$ cat config.mk
export PLATFORM = sky130hd
export DESIGN_NAME = shll_log
export DESIGN_NICKNAME = d
export VERILOG_FILES = /design/src/hdl/shll_pkg.sv /design/src/hdl/shll_log.sv
export SDC_FILE = /design/constraint.sdc
export NUM_CORES = 2
export LEC_CHECK = 0
export ABC_AREA = 1
export CAP_MARGIN = 0
export CORE_MARGIN = 2
export CORE_UTILIZATION = 38
export DETAILED_ROUTE_END_ITERATION = 6
export DONT_BUFFER_PORTS = 1
export GPL_ROUTABILITY_DRIVEN = 1
export PLACE_DENSITY = 0.61
export REMOVE_ABC_BUFFERS = 1
export SYNTH_ARGS = -nofsm -noshare
export SYNTH_HDL_FRONTEND = slang
export SYNTH_SLANG_ARGS = --single-unit
export TNS_END_PERCENT = 1
$ cat constraint.sdc
create_clock -name i_clk -period 10.82 [get_ports i_clk]
set_clock_uncertainty 0.15 [all_clocks]
set_input_delay 1.082 -clock i_clk [delete_from_list [all_inputs] [get_ports i_clk]]
set_output_delay 1.082 -clock i_clk [all_outputs]
set_load 0.02 [all_outputs]
$ cat src/hdl/shll_pkg.sv
// Package for the symbol histogram log-likelihood block.
// Holds the transaction structs, mode codes and fixed-point constants.
// No dependencies.
`timescale 1ns / 1ps
package shll_pkg;

    localparam int SYM_BITS  = 16;
    localparam int SUM_BITS  = 48;
    localparam int HITS_BITS = 24;
    localparam int LOG2_FRAC = 30;
    localparam logic [27:0] LN2_Q28 = 28'd186065279;

    typedef enum logic [1:0] {
        MODE_CLEAR = 2'd0,
        MODE_COUNT = 2'd1,
        MODE_SCORE = 2'd2,
        MODE_NONE  = 2'd3
    } t_mode;

    typedef struct packed {
        logic [1:0]  mode;
        logic [15:0] symbol;
        logic [15:0] query_bin;
        logic        last;
    } t_in_item;

    typedef struct packed {
        logic [47:0]        log_likelihood;
        logic               likelihood_neg_inf;
        logic signed [47:0] log_derivative;
        logic               derivative_neg_inf;
    } t_out_item;

    typedef enum logic [3:0] {
        ST_INIT,
        ST_IDLE,
        ST_CLEAR,
        ST_CNT_RD,
        ST_CNT_WR,
        ST_SC_RD,
        ST_SC_LOG,
        ST_Q_RD,
        ST_H_LOG,
        ST_Q_LOG,
        ST_EMIT
    } t_state;

    // Control between the sequencer and the log unit.
    typedef struct packed {
        logic        start;
        logic [31:0] arg;
    } t_log_req;

    typedef struct packed {
        logic        done;
        logic [47:0] value;
    } t_log_rsp;

endpackage

$ cat src/hdl/shll_log.sv
// Iterative natural logarithm unit: one squaring step per cycle.
// Depends on shll_pkg.
`timescale 1ns / 1ps
module shll_log #(
    parameter int FRAC_BITS = 16
) (
    input  logic              i_clk,
    input  logic              i_rst_n,
    input  shll_pkg::t_log_req i_req,
    output shll_pkg::t_log_rsp o_rsp
);
    import shll_pkg::*;

    typedef enum logic [1:0] {L_IDLE, L_SQ, L_MUL, L_RND} t_lst;

    t_lst        r_st;
    logic [5:0]  r_cnt;
    logic [32:0] r_m;
    logic [4:0]  r_e;
    logic [29:0] r_frac;
    logic [63:0] r_p;
    logic [47:0] r_val;
    logic        r_done;
    logic [4:0]  w_e;
    logic [65:0] w_sq;
    logic [34:0] w_sh;
    logic [62:0] w_out;

    // Leading-one position of the argument.
    always_comb begin
        w_e = '0;
        for (int i = 0; i < 32; i++) begin
            if (i_req.arg[i]) w_e = 5'(i);
        end
    end

    assign w_sq  = r_m * r_m;
    assign w_sh  = w_sq[65:31];
    assign w_out = r_p[62:0] + (63'd1 << (57 - FRAC_BITS));

    // Squaring sequence, then scale by ln 2 and round.
    always_ff @(posedge i_clk) begin
        if (!i_rst_n) begin
            r_st   <= L_IDLE;
            r_done <= 1'b0;
        end else begin
            r_done <= r_st == L_RND;
            unique case (r_st)
                L_IDLE: if (i_req.start) begin
                    r_m    <= 33'({i_req.arg, 31'd0} >> w_e);
                    r_e    <= w_e;
                    r_frac <= '0;
                    r_cnt  <= '0;
                    r_st   <= L_SQ;
                end
                L_SQ: begin
                    if (w_sh[32]) begin
                        r_m    <= w_sh[33:1];
                        r_frac <= {r_frac[28:0], 1'b1};
                    end else begin
                        r_m    <= w_sh[32:0];
                        r_frac <= {r_frac[28:0], 1'b0};
                    end
                    r_cnt <= r_cnt + 6'd1;
                    if (r_cnt == 6'(LOG2_FRAC - 1)) r_st <= L_MUL;
                end
                L_MUL: begin
                    r_p  <= 64'({r_e, r_frac} * LN2_Q28);
                    r_st <= L_RND;
                end
                L_RND: begin
                    r_val <= 48'(w_out >> (58 - FRAC_BITS));
                    r_st  <= L_IDLE;
                end
                default: r_st <= L_IDLE;
            endcase
        end
    end

    assign o_rsp.done  = r_done;
    assign o_rsp.value = r_val;
endmodule

==> results by group <==
Outcome
  • Outcome: finished clean

Finish
  • Antenna Cells: 0
  • P&R area growth vs syn: 5.11%
  • Commonest cells after routing, fill and taps aside: 2168 x inv_1, 1230 x fa_1, 927 x nand2_1, 590 x ha_1, 218 x nand3_1
  • Post-layout net count: between 7k and 8k
  • Layout cell share with drive strength beyond 1: 2.39%
  • Commonest non-fill, non-tap cell in the layout: inv_1

Clock tree
  • # Post-CTS Setup Buffers: 0
  • Reg clk slew, reported paths: 0.07 ns
  • H-Tree Depth: 4
  • Root Buffer: clkbuf_16
  • Num CTS Buffers: 17
  • Max Root-Sink Buffers: 2
  • Cts hold-fix bufs: 0
  • Worst skew pair latency: 0.47 ns
  • Sink Count: 120
  • CTS tree: done
  • Resize count post-CTS: 0

Floorplanning
  • Rows: 137
  • Die width: 379 µm
  • Core footprint: around 140000 µm²
  • I/O pin count: 84
  • Die ar.: 144000 µm²
  • Starting Density: 38.3%
  • Die Span Y: 379 µm

Yosys
  • Synth top area share: about 46%
  • Predominant post-synthesis flop cell: edfxtp_1
  • Register bit total from synthesis: 120
  • Count of different cell masters after synthesis: 66
  • Synthesized area per cell: 8.66 µm²
  • Seq/Total Area, Yosys: 6.69%
  • Post-synth top area cell: fa_1
  • Number of flops mapped to enable cells by yosys: 117
  • Mapped Cells: between 6k and 7k
  • Synth Cell Area: 53400 µm²
  • Syn. warnings: 0
  • Largest cells by area after synthesis: fa_1 46%, inv_1 15%, ha_1 14%
  • Async SR Flop Fraction: 0%

Worst setup path
  • Crit path launch type: flop
  • Max stage delay cell, worst path: edfxtp_1
  • Crit path required time: 10.88 ns
  • WS Path Type: reg2reg
  • Crit-path most repeated cell: fa_1
  • RR Endpoint: r_m[30]
  • Crit path largest cell delay: 1.20 ns
  • WP data arrival: 9.32 ns
  • R2r setup slk: 1.56 ns
  • FF-to-FF Start: r_m[16]
  • Crit path max fanout: 17
  • Register-to-Register Path Depth: 31
  • CP endpoint kind: flop

Worst hold path
  • HP Start: r_st[1]
  • Hold crit path type: reg2reg
  • Sink of the worst hold path: r_st[1]
  • Hold Path Cell Cnt: 2

Drt
  • WL/cell: 16.8 µm
  • 1st-iter DRT viols: 2532
  • DR DRC count: 0
  • Vias: 37.8k
  • Final WL: 134000 µm
  • Final ANT Viol Nets: 0
  • Drt pass-1 iters: 5
  • Vias per inst: between 4 and 5

GRT
  • Global-route wire length before repair: about 220000 µm
  • Initial antenna violation count: 1
  • Largest net degree at the start of global routing: 61
  • Vias in the first global route: 40.3k
  • Gr usage total: 19.5%
  • Congestion Overflow GR: 0

Timing
  • Max Clock Freq: 108 MHz
  • Max Slew Vio Count: 0
  • Final hold vios: 0
  • Setup TNS: 0 ns
  • Worst slew pin tran: 1.27 ns
  • RSZ-0062 raised after global routing: no
  • Setup violators final: 0
  • Slew headroom: 15.1%
  • Period utilization: 85.6%
  • Fin crit period: 9.26 ns

Placement
  • HPWL after DPL: about 120000 µm
  • IO buf count: 0
  • Routability Congestion: 0.955

Flow run
  • Number of max-cap violations: 0
==> flip-flops by register name (all words and copies together), names as in the netlist <==
signal,flops
r_frac,30
r_done,1
r_st,2
r_val,21
r_cnt,6
r_p,22
r_m,33
r_e,5
==> cells in the mapped netlist, types with 6 or more instances <==
library cell     n
fa_1          1230
a21o_1          16
nor3_1          21
or2_2           10
xor2_1          52
nand3_1        218
nand4_1         15
a21oi_1        167
buf_4           31
inv_1         2168
a211oi_1         8
o21ai_1          6
nand2_1        927
clkbuf_1       129
ha_1           591
nor2_1         183
xnor2_1         46
buf_2           17
o21a_1          14
a31oi_1         26
o21ai_0         75
edfxtp_1       117
o211ai_1        15
==> area by class of cell <==
class                      instances  area (µm²)
timing repair buffer              70         526
clock inverter                    15         168
clock buffer                      17         425
tap                             1876        2350
fill                           14248       83400
inverter                        2173        8160
multi-input combinational       3723       41000
sequential                       120        3570
==> routing by layer <==
layer  up-vias  track usage, %  share of wire [%]
met5         -               0                  0
li1      17575               -                  -
met1     19011            27.8                 45
met4         0            3.54                1.8
met3       128            3.39                7.0
met2      1104            31.4                 47
==> critical path: cells and delay by family (launching register included) <==
family / cells / cell delay, ns
buffers and inverters: 7 / 0.81
AND/OR/NAND/NOR: 8 / 1.37
AO/OA/AOI/OAI: 6 / 0.96
flip-flops: 1 / 1.20
XOR/XNOR: 1 / 0.24
adder cells (fa/ha/maj): 9 / 4.27
==> cells by family (layout without fill, tap and decap cells) <==
kind of cell               Yosys count  count (layout)  synth area share, %
buffers and inverters             2355            2275                 16.9
and+or+nand+nor                   1404            1404                 10.8
xor gates and xnor gates            98              98                 1.61
DFF                                120             120                 6.69
other                                1              27              0.00702
adders and majority gates         1821            1821                 59.9
AOI/OAI and AO/OA                  373             373                 4.10
==> metrics by stage <==
step                std cells  setup WS, ns  hold slack, ns  utilization, %  instance area, µm²
floorplan                6016          2.99           0.340               -               52700
global placement         7962          1.79           0.369            39.8               55600
detailed placement       7962          1.71           0.396            39.8               55600
CTS                      7994          1.69           0.405            40.3               56200
global route             7994          1.07           0.432            40.3               56200
finish                   7994          1.56           0.401            40.3               56200
==> worst max-delay path by stage <==
stage          startpoint  cells past startpoint  endpoint  slack, ns
3_3_place_gp      r_m[16]                     31   r_m[31]       1.79
4_1_cts           r_m[16]                     30   r_m[28]       1.69
2_1_floorplan      r_m[2]                     34   r_m[31]       2.99
5_1_grt           r_m[16]                     31   r_m[30]       1.07
6_report          r_m[16]                     31   r_m[30]       1.56
3_5_place_dp      r_m[16]                     30   r_m[28]       1.71
Power is left out: the tool's default activity adds up to more than one toggle a clock period on the data nets, which glitch-free logic cannot reach.
